===== src/hdl/sqp_pkg.sv =====
// shared constants and beat types of the square portal placer
package sqp_pkg;

  parameter int unsigned GRID_SIZE = 16;
  parameter int unsigned RowW      = $clog2(GRID_SIZE);
  parameter int unsigned CoordW    = 4;

  localparam logic CMD_LEAF  = 1'b0;
  localparam logic CMD_INNER = 1'b1;

  typedef struct packed {
    logic              cmd;
    logic [CoordW-1:0] corner_x;
    logic [CoordW-1:0] corner_y;
    logic [CoordW-1:0] side;
  } sqp_in_t;

  typedef struct packed {
    logic [CoordW-1:0] point_x;
    logic [CoordW-1:0] point_y;
    logic              found;
    logic              range_error;
    logic              last;
  } sqp_out_t;

endpackage


===== src/hdl/sqp_ram.sv =====
// generic single-port-write ram with registered read
module sqp_ram #(
  parameter int unsigned WIDTH = 16,
  parameter int unsigned DEPTH = 16
) (
  input  logic                     clk_i,
  input  logic                     we_i,
  input  logic [$clog2(DEPTH)-1:0] waddr_i,
  input  logic [WIDTH-1:0]         wdata_i,
  input  logic                     re_i,
  input  logic [$clog2(DEPTH)-1:0] raddr_i,
  output logic [WIDTH-1:0]         rdata_o
);

  logic [WIDTH-1:0] mem_q [DEPTH];
  logic [WIDTH-1:0] rdata_q;

  always_ff @(posedge clk_i) begin
    if (we_i) begin
      mem_q[waddr_i] <= wdata_i;
    end
    if (re_i) begin
      rdata_q <= mem_q[raddr_i];
    end
  end

  assign rdata_o = rdata_q;

endmodule


===== src/hdl/square_portal_placer.sv =====
// top level: portal placement and perimeter listing over a square bitmap
// One square is taken at a time; the block stalls its input until the square's last result
// has been handed to the output register. The bitmap is kept one grid row per ram word and
// every perimeter point costs one ram read. A leaf square runs the edge scans, up to four
// read-modify-write marks (a read state, then a write state each), then the perimeter walk;
// an inner square runs only the walk, and the walk waits while the output is stalled. An
// out-of-grid square goes straight to its final result beat. Rows carry valid flags cleared
// at reset, so the bitmap is empty right after reset with no clearing pass.
module square_portal_placer (
  input  logic               clk_i,
  input  logic               rst_ni,
  input  logic               in_valid_i,
  output logic               in_stall_o,
  input  sqp_pkg::sqp_in_t   in_data_i,
  output logic               out_valid_o,
  input  logic               out_stall_i,
  output sqp_pkg::sqp_out_t  out_data_o
);
  import sqp_pkg::*;

  typedef enum logic [2:0] {ST_IDLE, ST_RUN, ST_MARK_RD, ST_MARK_WR, ST_FINAL} state_e;
  typedef enum logic [1:0] {DIR_COL_INC, DIR_ROW_INC, DIR_COL_DEC, DIR_ROW_DEC} dir_e;
  typedef enum logic [2:0] {
    SEG_TOP, SEG_LEFT, SEG_BOTTOM, SEG_RIGHT,
    SEG_WALK_TOP, SEG_WALK_LEFT, SEG_WALK_BOTTOM, SEG_WALK_RIGHT
  } seg_e;

  typedef struct packed {
    logic [CoordW-1:0] col;
    logic [CoordW-1:0] row;
    dir_e              dir;
    logic [CoordW:0]   cnt;
  } seg_t;

  function automatic seg_t seg_setup(seg_e s, logic [CoordW-1:0] x, logic [CoordW-1:0] y,
                                     logic [CoordW-1:0] d);
    logic [CoordW-1:0] xd;
    logic [CoordW-1:0] yd;
    logic [CoordW:0]   n0;
    logic [CoordW:0]   n1;
    seg_t              r;
    xd = x + d;
    yd = y + d;
    n0 = {1'b0, d};
    n1 = {1'b0, d} + (CoordW+1)'(1);
    case (s)
      SEG_TOP:         r = '{col: x,  row: y,  dir: DIR_COL_INC, cnt: n1};
      SEG_LEFT:        r = '{col: x,  row: y,  dir: DIR_ROW_INC, cnt: n0};
      SEG_BOTTOM:      r = '{col: x,  row: yd, dir: DIR_COL_INC, cnt: n0};
      SEG_RIGHT:       r = '{col: xd, row: y,  dir: DIR_ROW_INC, cnt: n1};
      SEG_WALK_TOP:    r = '{col: xd, row: y,  dir: DIR_COL_DEC, cnt: n1};
      SEG_WALK_LEFT:   r = '{col: x,  row: y,  dir: DIR_ROW_INC, cnt: n0};
      SEG_WALK_BOTTOM: r = '{col: x,  row: yd, dir: DIR_COL_INC, cnt: n0};
      default:         r = '{col: xd, row: yd, dir: DIR_ROW_DEC, cnt: n0};
    endcase
    return r;
  endfunction

  function automatic seg_e seg_succ(seg_e s);
    seg_e r;
    case (s)
      SEG_TOP:         r = SEG_LEFT;
      SEG_LEFT:        r = SEG_BOTTOM;
      SEG_BOTTOM:      r = SEG_RIGHT;
      SEG_RIGHT:       r = SEG_WALK_TOP;
      SEG_WALK_TOP:    r = SEG_WALK_LEFT;
      SEG_WALK_LEFT:   r = SEG_WALK_BOTTOM;
      default:         r = SEG_WALK_RIGHT;
    endcase
    return r;
  endfunction

  state_e            state_q, state_d;
  seg_e              seg_q, seg_d;
  dir_e              dir_q, dir_d;
  logic [CoordW-1:0] x_q, x_d, y_q, y_d, d_q, d_d;
  logic              err_q, err_d;
  logic [CoordW-1:0] cur_col_q, cur_col_d, cur_row_q, cur_row_d;
  logic [CoordW:0]   rem_q, rem_d;
  logic              pend_q, pend_d;
  logic [CoordW-1:0] pend_col_q, pend_col_d, pend_row_q, pend_row_d;
  logic              hit_q, hit_d;
  logic              hold_v_q, hold_v_d;
  logic [CoordW-1:0] hold_col_q, hold_col_d, hold_row_q, hold_row_d;
  logic              out_valid_q, out_valid_d;
  sqp_out_t          out_data_q, out_data_d;
  logic [GRID_SIZE-1:0] row_valid_q, row_valid_d;
  logic              rvalid_q, rvalid_d;

  logic                 ram_we, ram_re;
  logic [RowW-1:0]      ram_waddr, ram_raddr;
  logic [GRID_SIZE-1:0] ram_wdata, ram_rdata;

  logic [GRID_SIZE-1:0] row_bits;
  logic                 pend_bit, out_free, is_scan, consume, push, in_err;
  sqp_out_t             push_data;
  logic [CoordW-1:0]    half, mark_col, mark_row;
  seg_e                 seg_first, seg_nxt;
  seg_t                 setup_in, setup_nxt;
  logic [CoordW:0]      sum_x, sum_y;

  sqp_ram #(
    .WIDTH(GRID_SIZE),
    .DEPTH(GRID_SIZE)
  ) u_map (
    .clk_i   (clk_i),
    .we_i    (ram_we),
    .waddr_i (ram_waddr),
    .wdata_i (ram_wdata),
    .re_i    (ram_re),
    .raddr_i (ram_raddr),
    .rdata_o (ram_rdata)
  );

  assign row_bits = rvalid_q ? ram_rdata : '0;
  assign pend_bit = pend_q & row_bits[pend_col_q[RowW-1:0]];
  assign out_free = !out_valid_q || !out_stall_i;
  assign is_scan  = seg_q inside {SEG_TOP, SEG_LEFT, SEG_BOTTOM, SEG_RIGHT};

  assign sum_x  = {1'b0, in_data_i.corner_x} + {1'b0, in_data_i.side};
  assign sum_y  = {1'b0, in_data_i.corner_y} + {1'b0, in_data_i.side};
  assign in_err = (sum_x > (CoordW+1)'(GRID_SIZE - 1)) || (sum_y > (CoordW+1)'(GRID_SIZE - 1));

  assign seg_first = (in_data_i.cmd == CMD_LEAF) ? SEG_TOP : SEG_WALK_TOP;
  assign seg_nxt   = seg_succ(seg_q);
  assign setup_in  = seg_setup(seg_first, in_data_i.corner_x, in_data_i.corner_y,
                               in_data_i.side);
  assign setup_nxt = seg_setup(seg_nxt, x_q, y_q, d_q);

  // midpoint of the edge being scanned
  assign half = {1'b0, d_q[CoordW-1:1]};
  always_comb begin
    case (seg_q)
      SEG_TOP: begin
        mark_col = x_q + half;
        mark_row = y_q;
      end
      SEG_LEFT: begin
        mark_col = x_q;
        mark_row = y_q + half;
      end
      SEG_BOTTOM: begin
        mark_col = x_q + half;
        mark_row = y_q + d_q;
      end
      default: begin
        mark_col = x_q + d_q;
        mark_row = y_q + half;
      end
    endcase
  end

  always_comb begin
    state_d     = state_q;
    seg_d       = seg_q;
    dir_d       = dir_q;
    x_d         = x_q;
    y_d         = y_q;
    d_d         = d_q;
    err_d       = err_q;
    cur_col_d   = cur_col_q;
    cur_row_d   = cur_row_q;
    rem_d       = rem_q;
    pend_d      = pend_q;
    pend_col_d  = pend_col_q;
    pend_row_d  = pend_row_q;
    hit_d       = hit_q;
    hold_v_d    = hold_v_q;
    hold_col_d  = hold_col_q;
    hold_row_d  = hold_row_q;
    row_valid_d = row_valid_q;
    ram_re      = 1'b0;
    ram_raddr   = cur_row_q[RowW-1:0];
    ram_we      = 1'b0;
    ram_waddr   = mark_row[RowW-1:0];
    ram_wdata   = row_bits | (GRID_SIZE'(1) << mark_col[RowW-1:0]);
    push        = 1'b0;
    push_data   = '0;
    consume     = 1'b1;

    case (state_q)
      ST_IDLE: begin
        if (in_valid_i) begin
          x_d       = in_data_i.corner_x;
          y_d       = in_data_i.corner_y;
          d_d       = in_data_i.side;
          err_d     = in_err;
          seg_d     = seg_first;
          cur_col_d = setup_in.col;
          cur_row_d = setup_in.row;
          dir_d     = setup_in.dir;
          rem_d     = setup_in.cnt;
          hit_d     = 1'b0;
          hold_v_d  = 1'b0;
          pend_d    = 1'b0;
          state_d   = in_err ? ST_FINAL : ST_RUN;
        end
      end
      ST_RUN: begin
        if (pend_q) begin
          if (is_scan) begin
            hit_d = hit_q | pend_bit;
          end else if (pend_bit) begin
            if (hold_v_q && !out_free) begin
              consume = 1'b0;
            end else begin
              if (hold_v_q) begin
                push      = 1'b1;
                push_data = '{point_x: hold_col_q, point_y: hold_row_q, found: 1'b1,
                              range_error: 1'b0, last: 1'b0};
              end
              hold_v_d   = 1'b1;
              hold_col_d = pend_col_q;
              hold_row_d = pend_row_q;
            end
          end
        end
        if (consume) begin
          if (rem_q != '0) begin
            ram_re     = 1'b1;
            pend_d     = 1'b1;
            pend_col_d = cur_col_q;
            pend_row_d = cur_row_q;
            rem_d      = rem_q - (CoordW+1)'(1);
            case (dir_q)
              DIR_COL_INC: cur_col_d = cur_col_q + CoordW'(1);
              DIR_ROW_INC: cur_row_d = cur_row_q + CoordW'(1);
              DIR_COL_DEC: cur_col_d = cur_col_q - CoordW'(1);
              default:     cur_row_d = cur_row_q - CoordW'(1);
            endcase
          end else begin
            pend_d = 1'b0;
            if (is_scan && !(hit_q | pend_bit)) begin
              state_d = ST_MARK_RD;
            end else if (seg_q == SEG_WALK_RIGHT) begin
              state_d = ST_FINAL;
            end else begin
              seg_d     = seg_nxt;
              cur_col_d = setup_nxt.col;
              cur_row_d = setup_nxt.row;
              dir_d     = setup_nxt.dir;
              rem_d     = setup_nxt.cnt;
              hit_d     = 1'b0;
            end
          end
        end
      end
      ST_MARK_RD: begin
        ram_re    = 1'b1;
        ram_raddr = mark_row[RowW-1:0];
        state_d   = ST_MARK_WR;
      end
      ST_MARK_WR: begin
        ram_we                             = 1'b1;
        row_valid_d[mark_row[RowW-1:0]]    = 1'b1;
        seg_d                              = seg_nxt;
        cur_col_d                          = setup_nxt.col;
        cur_row_d                          = setup_nxt.row;
        dir_d                              = setup_nxt.dir;
        rem_d                              = setup_nxt.cnt;
        hit_d                              = 1'b0;
        state_d                            = ST_RUN;
      end
      ST_FINAL: begin
        if (out_free) begin
          push = 1'b1;
          if (hold_v_q) begin
            push_data = '{point_x: hold_col_q, point_y: hold_row_q, found: 1'b1,
                          range_error: 1'b0, last: 1'b1};
          end else begin
            push_data = '{point_x: '0, point_y: '0, found: 1'b0,
                          range_error: err_q, last: 1'b1};
          end
          hold_v_d = 1'b0;
          state_d  = ST_IDLE;
        end
      end
      default: begin
        state_d = ST_IDLE;
      end
    endcase
  end

  always_comb begin
    out_valid_d = out_free ? push : out_valid_q;
    out_data_d  = push ? push_data : out_data_q;
    rvalid_d    = ram_re ? row_valid_q[ram_raddr] : rvalid_q;
  end

  always_ff @(posedge clk_i or negedge rst_ni) begin
    if (!rst_ni) begin
      state_q     <= ST_IDLE;
      seg_q       <= SEG_TOP;
      dir_q       <= DIR_COL_INC;
      rem_q       <= '0;
      pend_q      <= 1'b0;
      hit_q       <= 1'b0;
      hold_v_q    <= 1'b0;
      err_q       <= 1'b0;
      out_valid_q <= 1'b0;
      row_valid_q <= '0;
      rvalid_q    <= 1'b0;
    end else begin
      state_q     <= state_d;
      seg_q       <= seg_d;
      dir_q       <= dir_d;
      rem_q       <= rem_d;
      pend_q      <= pend_d;
      hit_q       <= hit_d;
      hold_v_q    <= hold_v_d;
      err_q       <= err_d;
      out_valid_q <= out_valid_d;
      row_valid_q <= row_valid_d;
      rvalid_q    <= rvalid_d;
    end
  end

  always_ff @(posedge clk_i) begin
    x_q        <= x_d;
    y_q        <= y_d;
    d_q        <= d_d;
    cur_col_q  <= cur_col_d;
    cur_row_q  <= cur_row_d;
    pend_col_q <= pend_col_d;
    pend_row_q <= pend_row_d;
    hold_col_q <= hold_col_d;
    hold_row_q <= hold_row_d;
    out_data_q <= out_data_d;
  end

  assign in_stall_o  = (state_q != ST_IDLE);
  assign out_valid_o = out_valid_q;
  assign out_data_o  = out_data_q;

  a_no_rw_collision: assert property (@(posedge clk_i) disable iff (!rst_ni)
    !(ram_we && ram_re))
    else $error("bitmap read and write in the same cycle");

  a_error_beat_shape: assert property (@(posedge clk_i) disable iff (!rst_ni)
    out_valid_o && out_data_o.range_error |-> !out_data_o.found && out_data_o.last)
    else $error("range error beat must be a final beat with no point");

  a_busy_after_accept: assert property (@(posedge clk_i) disable iff (!rst_ni)
    in_valid_i && !in_stall_o |=> in_stall_o)
    else $error("input not stalled after a square was taken");

  a_pend_only_in_run: assert property (@(posedge clk_i) disable iff (!rst_ni)
    state_q != ST_RUN |-> !pend_q)
    else $error("pending bitmap read outside of a segment");

endmodule


===== config.mk =====
export PLATFORM = sky130hd
export DESIGN_NAME = square_portal_placer
export DESIGN_NICKNAME = d
export VERILOG_FILES = /design/src/hdl/sqp_pkg.sv /design/src/hdl/sqp_ram.sv /design/src/hdl/square_portal_placer.sv
export SDC_FILE = /design/constraint.sdc
export NUM_CORES = 1
export LEC_CHECK = 0
export ABC_AREA = 1
export BUFFER_PORTS_ARGS = -buffer_cell sky130_fd_sc_hd__clkbuf_2
export CAP_MARGIN = 30
export CORE_ASPECT_RATIO = 0.75
export CORE_MARGIN = 1.5
export CORE_UTILIZATION = 65
export CTS_CLUSTER_DIAMETER = 100
export DETAILED_ROUTE_END_ITERATION = 8
export PLACE_DENSITY = 0.79
export RECOVER_POWER = 50
export SLEW_MARGIN = 10
export SYNTH_ARGS = -nofsm -noshare
export SYNTH_HDL_FRONTEND = slang
export SYNTH_SLANG_ARGS = --single-unit

===== constraint.sdc =====
create_clock -name clk_i -period 6.7 [get_ports clk_i]
set_input_delay 1.005 -clock clk_i [delete_from_list [all_inputs] [get_ports clk_i]]
set_output_delay 1.005 -clock clk_i [all_outputs]
set_load 0.01 [all_outputs]

# Word level (Yosys, flattened, before mapping)
# Memory sizes are Yosys's and may differ from the RTL's. A register that Yosys moved wholly into a read port is not among the register bits.
# Cells that the tools add are included.
# totals
ff_bits	82
latchBits	0
ram_bits	256
romBits	0
input_bits	17
elab_cells	226
n_memories	1
# classes
add_sub_neg	15
mul	0
div_mod_pow	0
order_cmp	6
eq_ne	39
shift	1
n_mux	96
n_bitwise	6
reduce_logical	37
# memory_table
name	depth	word_bits	rd	rd_ports_with_merged_regs	wr	line	text
u_map.mem_q	16	16	1	1	1	sqp_ram.sv:15	logic [WIDTH-1:0] mem_q [DEPTH];
# ops
operator	count
$pmux W15 S5	2
$mux W11	7
$mux W4	11
$mux W3	13
$mux W1	32
$or A16 B16 Y16	2
$pmux W4 S2	4
$eq A3 B3 Y1 const B	10
$mux W5	5
$eq A3 B2 Y1 const B	8
$pmux W4 S3	2
$pmux W11 S2	1
$ne A2 B2 Y1 const B	10
$pmux W3 S6	1
$reduce_and A6 Y1	3
$add A4 B4 Y4	4
$mux W16	1
$shl A1 B4 Y16 const A	1
$lt A4 B5 Y1 const B	3
$pmux W3 S5	1
$pmux W5 S3	1
$reduce_and A5 Y1	3
$eq A3 B1 Y1 const B	4
$logic_not A3 Y1	4
other kinds (34)	67

# Logic depth before layout (Yosys ltp)
# logic_depth
ltp_word	12
mapped_depth	15

# Cells and area by module
# Synthesis repeated with hierarchy kept, for this count alone.
# unflattened
cells_unflattened	1715
hier_area_um2	16883.7
# modules_own_cells
module	n_inst	cells_each	area_per_inst_um2	seq_area_each_um2
sqp_ram	1	1074	11541.1	8167.8
square_portal_placer	1	641	5342.6	2287.2

# Least setup slack after synthesis
# Ideal clock, no wire load.
# synth_timing
kind	reg2reg
start	register d_q[1]
end	memory u_map.mem_q[10][0], enable pin
arrival_time_ns	2.454
required_ns	6.312
setup_slack_ns	3.857
path_stages_with_launch	8
path_buffers	0
period_less_slack_ns	2.843
path_cell_list	edfxtp_1 -> ha_1 -> inv_1 -> fa_1 -> or2_1 -> nand2_2 -> nand3_1 -> nor2_1
# synth_between
elab_chain_cells	2
word_cells_on_any_way	3
cone_classes	2 x add/sub; 1 x mux
# synth_rtl
element	line	text
start, declared	square_portal_placer.sv:76	logic [CoordW-1:0] x_q, x_d, y_q, y_d, d_q, d_d;
start signal, assigned	square_portal_placer.sv:321	d_q <= d_d;
$add A4 B3 Y4 / $add A4 B4 Y4 (equally long branches)	square_portal_placer.sv:140, square_portal_placer.sv:148, square_portal_placer.sv:144	
$pmux W4 S2 (*)	square_portal_placer.sv:133	case (seg_q)
end, declared	sqp_ram.sv:15	
# Every way passes the cells marked *; elsewhere a longest branch is shown, timed or not.

# Final worst setup path
# layout_timing
start	register state_q[0]
end	register u_map.rdata_q[4], in the netlist u_map.rdata_o[4] (read register of u_map.mem_q), enable pin
# layout_between
elab_chain_cells	2
word_cells_on_any_way	4
cone_classes	2 x eq/ne; 2 x mux
# layout_rtl
element	line	text
start, declared	square_portal_placer.sv:73	state_e state_q, state_d;
start signal, assigned	square_portal_placer.sv:304	state_q <= state_d;
$eq A3 B2 Y1 / $eq A3 B1 Y1 (equally long branches)	square_portal_placer.sv:181	case (state_q)
$pmux W1 S2 (*)	square_portal_placer.sv:181	
via ram_re	square_portal_placer.sv:90	logic ram_we, ram_re;
end, declared	sqp_ram.sv:16	logic [WIDTH-1:0] rdata_q;
# Mark *: on every way through the listed nets, which the timed path passes. The rest lies on a longest branch.
# A chain may end at the register's enable or synchronous reset.

==> results_dict.tcl <==
set metrics [dict create \
    grt_pass1_wl_microns 61100 \
    layout_commonest_cell "edfxtp_1" \
    drive_gt1_frac 0.0657 \
    area_growth_pct 9.77 \
    status "complete, but fails checks" \
    multi_input_area_sq_um 4860 \
    yosysWarnings 0 \
    cts_setup_buffers 0 \
    clk_pin_slew_ns 0.06 \
    num-fill-cells 1636 \
    ctsHtreeMaxLevel 2 \
    fin_skew_ns 0.0217 \
    syn_nets 1483 \
    finalHoldViolCount 0 \
    wl_per_cell_microns 22.2 \
    arrival_ns 4.57 \
    max_freq_mhz 230 \
    period_minus_slack_ns 4.35 \
    viasPerCell 6.26 \
    drtAntennaViolNets 0 \
    n_antenna_cell 0 \
    synthCells 1432 \
    finalMaxSlewViolations 33 \
    timing.rr.end "u_map.rdata_o[4]" \
    core-area_sq_um 24200 \
    layout_worst_path_cycle_share 0.649 \
    root_buffer "clkbuf_16" \
    hold_path.class "flop to flop" \
    r2r_start "state_q[0]" \
    cts_tree "yes" \
    die_height_microns 139 \
    cp.required_ns 6.92 \
    grt_max_degree 84 \
    clk_path_buf_depth 3 \
    die-area_sq_um 25800 \
    setup_violations 0 \
    io_buffers 29 \
    gr-usage-all-layers 0.321 \
    grt_pass1_vias 10500 \
    crit_path_max_fanout 16 \
    min_path_cells 0 \
    setup.worst_path.end_class "flop" \
    final_area_sq_um 17700 \
    final_cell_mix "edfxtp_1, nand2_1, o21ai_0" \
    p_total_w 0.00893 \
    dieWidth_microns 185 \
    drt_iter0_markers 1715 \
    violations "capacitance limit, slew limit" \
    seq_area_sq_um 10500 \
    synth.distinct_cells 47 \
    dp_slack_ns 3.24 \
    grt-ovfl-total 0 \
    crit_path_start_kind "flop" \
    rsz0062_at_grt "false" \
    drc 0 \
    avgSynthCellArea_sq_um 11.3 \
    clk_latency_ns 0.52 \
    post_cts_resized 0 \
    setup_slack_ns 2.35 \
    cts_buffers 34 \
    start_util 0.667 \
    routed-via-count 11400 \
    p_leak_nw 6.73 \
    r2r_setup_slack_ns 2.35 \
    clkSinkCount 354 \
    worst-r2r-cell-count 9 \
    dpl_cell_area_sq_um 16700 \
    antenna_found_initial 0 \
    drt_wl_total_microns 40400 \
    gp_congestion 1.01 \
    powerDensity_nw_per_um2 505 \
    maxCapViolCount 2 \
    fp-row-count 49 \
    peakVddDrop_mv 0.411 \
    num_io_pins 30 \
    tightestPinTransition_ns 1.54 \
    slew_headroom -0.0242 \
    ys_ff_latch 354 \
    fin_tns_setup_ns 0 \
    crit_type "flop to flop" \
    syn_area_sq_um 16100 \
    worstHoldEndpoint "hold_row_q[3]" \
    dp_hpwl_microns 25100 \
    cts_hold_buffers 0 \
    drtPass1Iterations 6 \
    worstHoldStart "pend_row_q[3]" \
    yosysSeqAreaShare 0.649 \
    nets 1518 \
]
## worst max-delay path: stages, from the launching register on
cell,delay (ns)
dfrtp_1,0.49
inv_1,0.14
nor2_1,0.43
inv_1,0.43
nor2_1,0.80
nand2_1,0.50
inv_1,0.32
nand2_1,0.18
nand2_1,0.51
buf_16,0.23
## synthesized netlist by cell type (all sizes together)
cell | n | share of area
xnor2 | 6 | 0.0033
nor3 | 2 | 0.00062
o21ai | 194 | 0.062
o2111ai | 1 | 0.00054
nand3b | 1 | 0.00047
nand3 | 160 | 0.050
o21bai | 54 | 0.025
nor2 | 66 | 0.018
mux2i | 1 | 0.00062
nand2 | 244 | 0.058
a21oi | 33 | 0.010
fa | 8 | 0.0099
o211ai | 24 | 0.011
a31oi | 3 | 0.0012
buf | 45 | 0.016
or2 | 13 | 0.0050
clkbuf | 15 | 0.0038
a22oi | 2 | 0.00093
edfxtp | 319 | 0.59
o221ai | 7 | 0.0038
nand4 | 9 | 0.0035
a221oi | 1 | 0.00054
xor2 | 13 | 0.0071
and2 | 1 | 0.00039
o31ai | 1 | 0.00047
o22ai | 3 | 0.0012
inv | 133 | 0.031
a22o | 12 | 0.0065
dfrtp | 35 | 0.054
ha | 26 | 0.020
## through the flow
| step | utilization | std cells | hold slack (ns) |
|---|---|---|---|
| 5_1_grt | 0.733 | 1823 | 0.440 |
| 3_3_place_gp | 0.685 | 1750 | 0.407 |
| 6_report | 0.733 | 1823 | 0.420 |
| 3_5_place_dp | 0.692 | 1759 | 0.405 |
| 2_1_floorplan | - | 1432 | 0.400 |
| 4_1_cts | 0.736 | 1820 | 0.419 |
## cells by family after synthesis
kind of cell	after synthesis	synth area share
and+or+nand+nor	496	0.136
xor gates and xnor gates	19	0.0103
adders and majority gates	34	0.0301
DFF	354	0.649
AOI/OAI and AO/OA	335	0.124
buffers and inverters	193	0.0514
muxes	1	0.000621
## state kept, by name, summed over array words and instances (netlist names), 2 cells and up
signal	cells
y_q	4
hold_col_q	4
rem_q	5
cur_row_q	4
hold_row_q	4
pend_col_q	4
seg_q	3
dir_q	2
state_q	3
d_q	4
pend_row_q	4
u_map.rdata_o	16
row_valid_q	16
cur_col_q	4
x_q	4
u_map.mem_q	256
out_data_o	11
## per-layer routing
layer | global-route usage | wire, microns
met1 | 0.505 | 17300
met2 | 0.440 | 16900
met3 | 0.0882 | 5350
met4 | 0.0860 | 872
met5 | 0 | 0
## where the power goes
part	internal, W	switching, W
Combinational	0.00106	0.00269
Clock	0.00108	0.000797
Sequential	0.00310	0.000207
## layout make-up
type,instances,area share
well taps,331,0.0234
multi-input cells,885,0.275
inverters,133,0.0284
clock buffers,43,0.0512
clock inverters,18,0.00947
flip-flops and latches,354,0.591
repair buffers,59,0.0220
## worst max-delay path by stage
stage | startpoint | endpoint | slack (ns)
finish | state_q[0] | u_map.rdata_o[4] | 2.35
global placement | d_q[0] | rvalid_q | 3.23
floorplan | d_q[1] | u_map.mem_q[10][0] | 3.86
global route | state_q[0] | out_data_o[8] | 2.02
CTS | d_q[0] | rvalid_q | 3.19
detailed placement | d_q[0] | rvalid_q | 3.24
No activity file was read; power rests on OpenSTA's default activity.
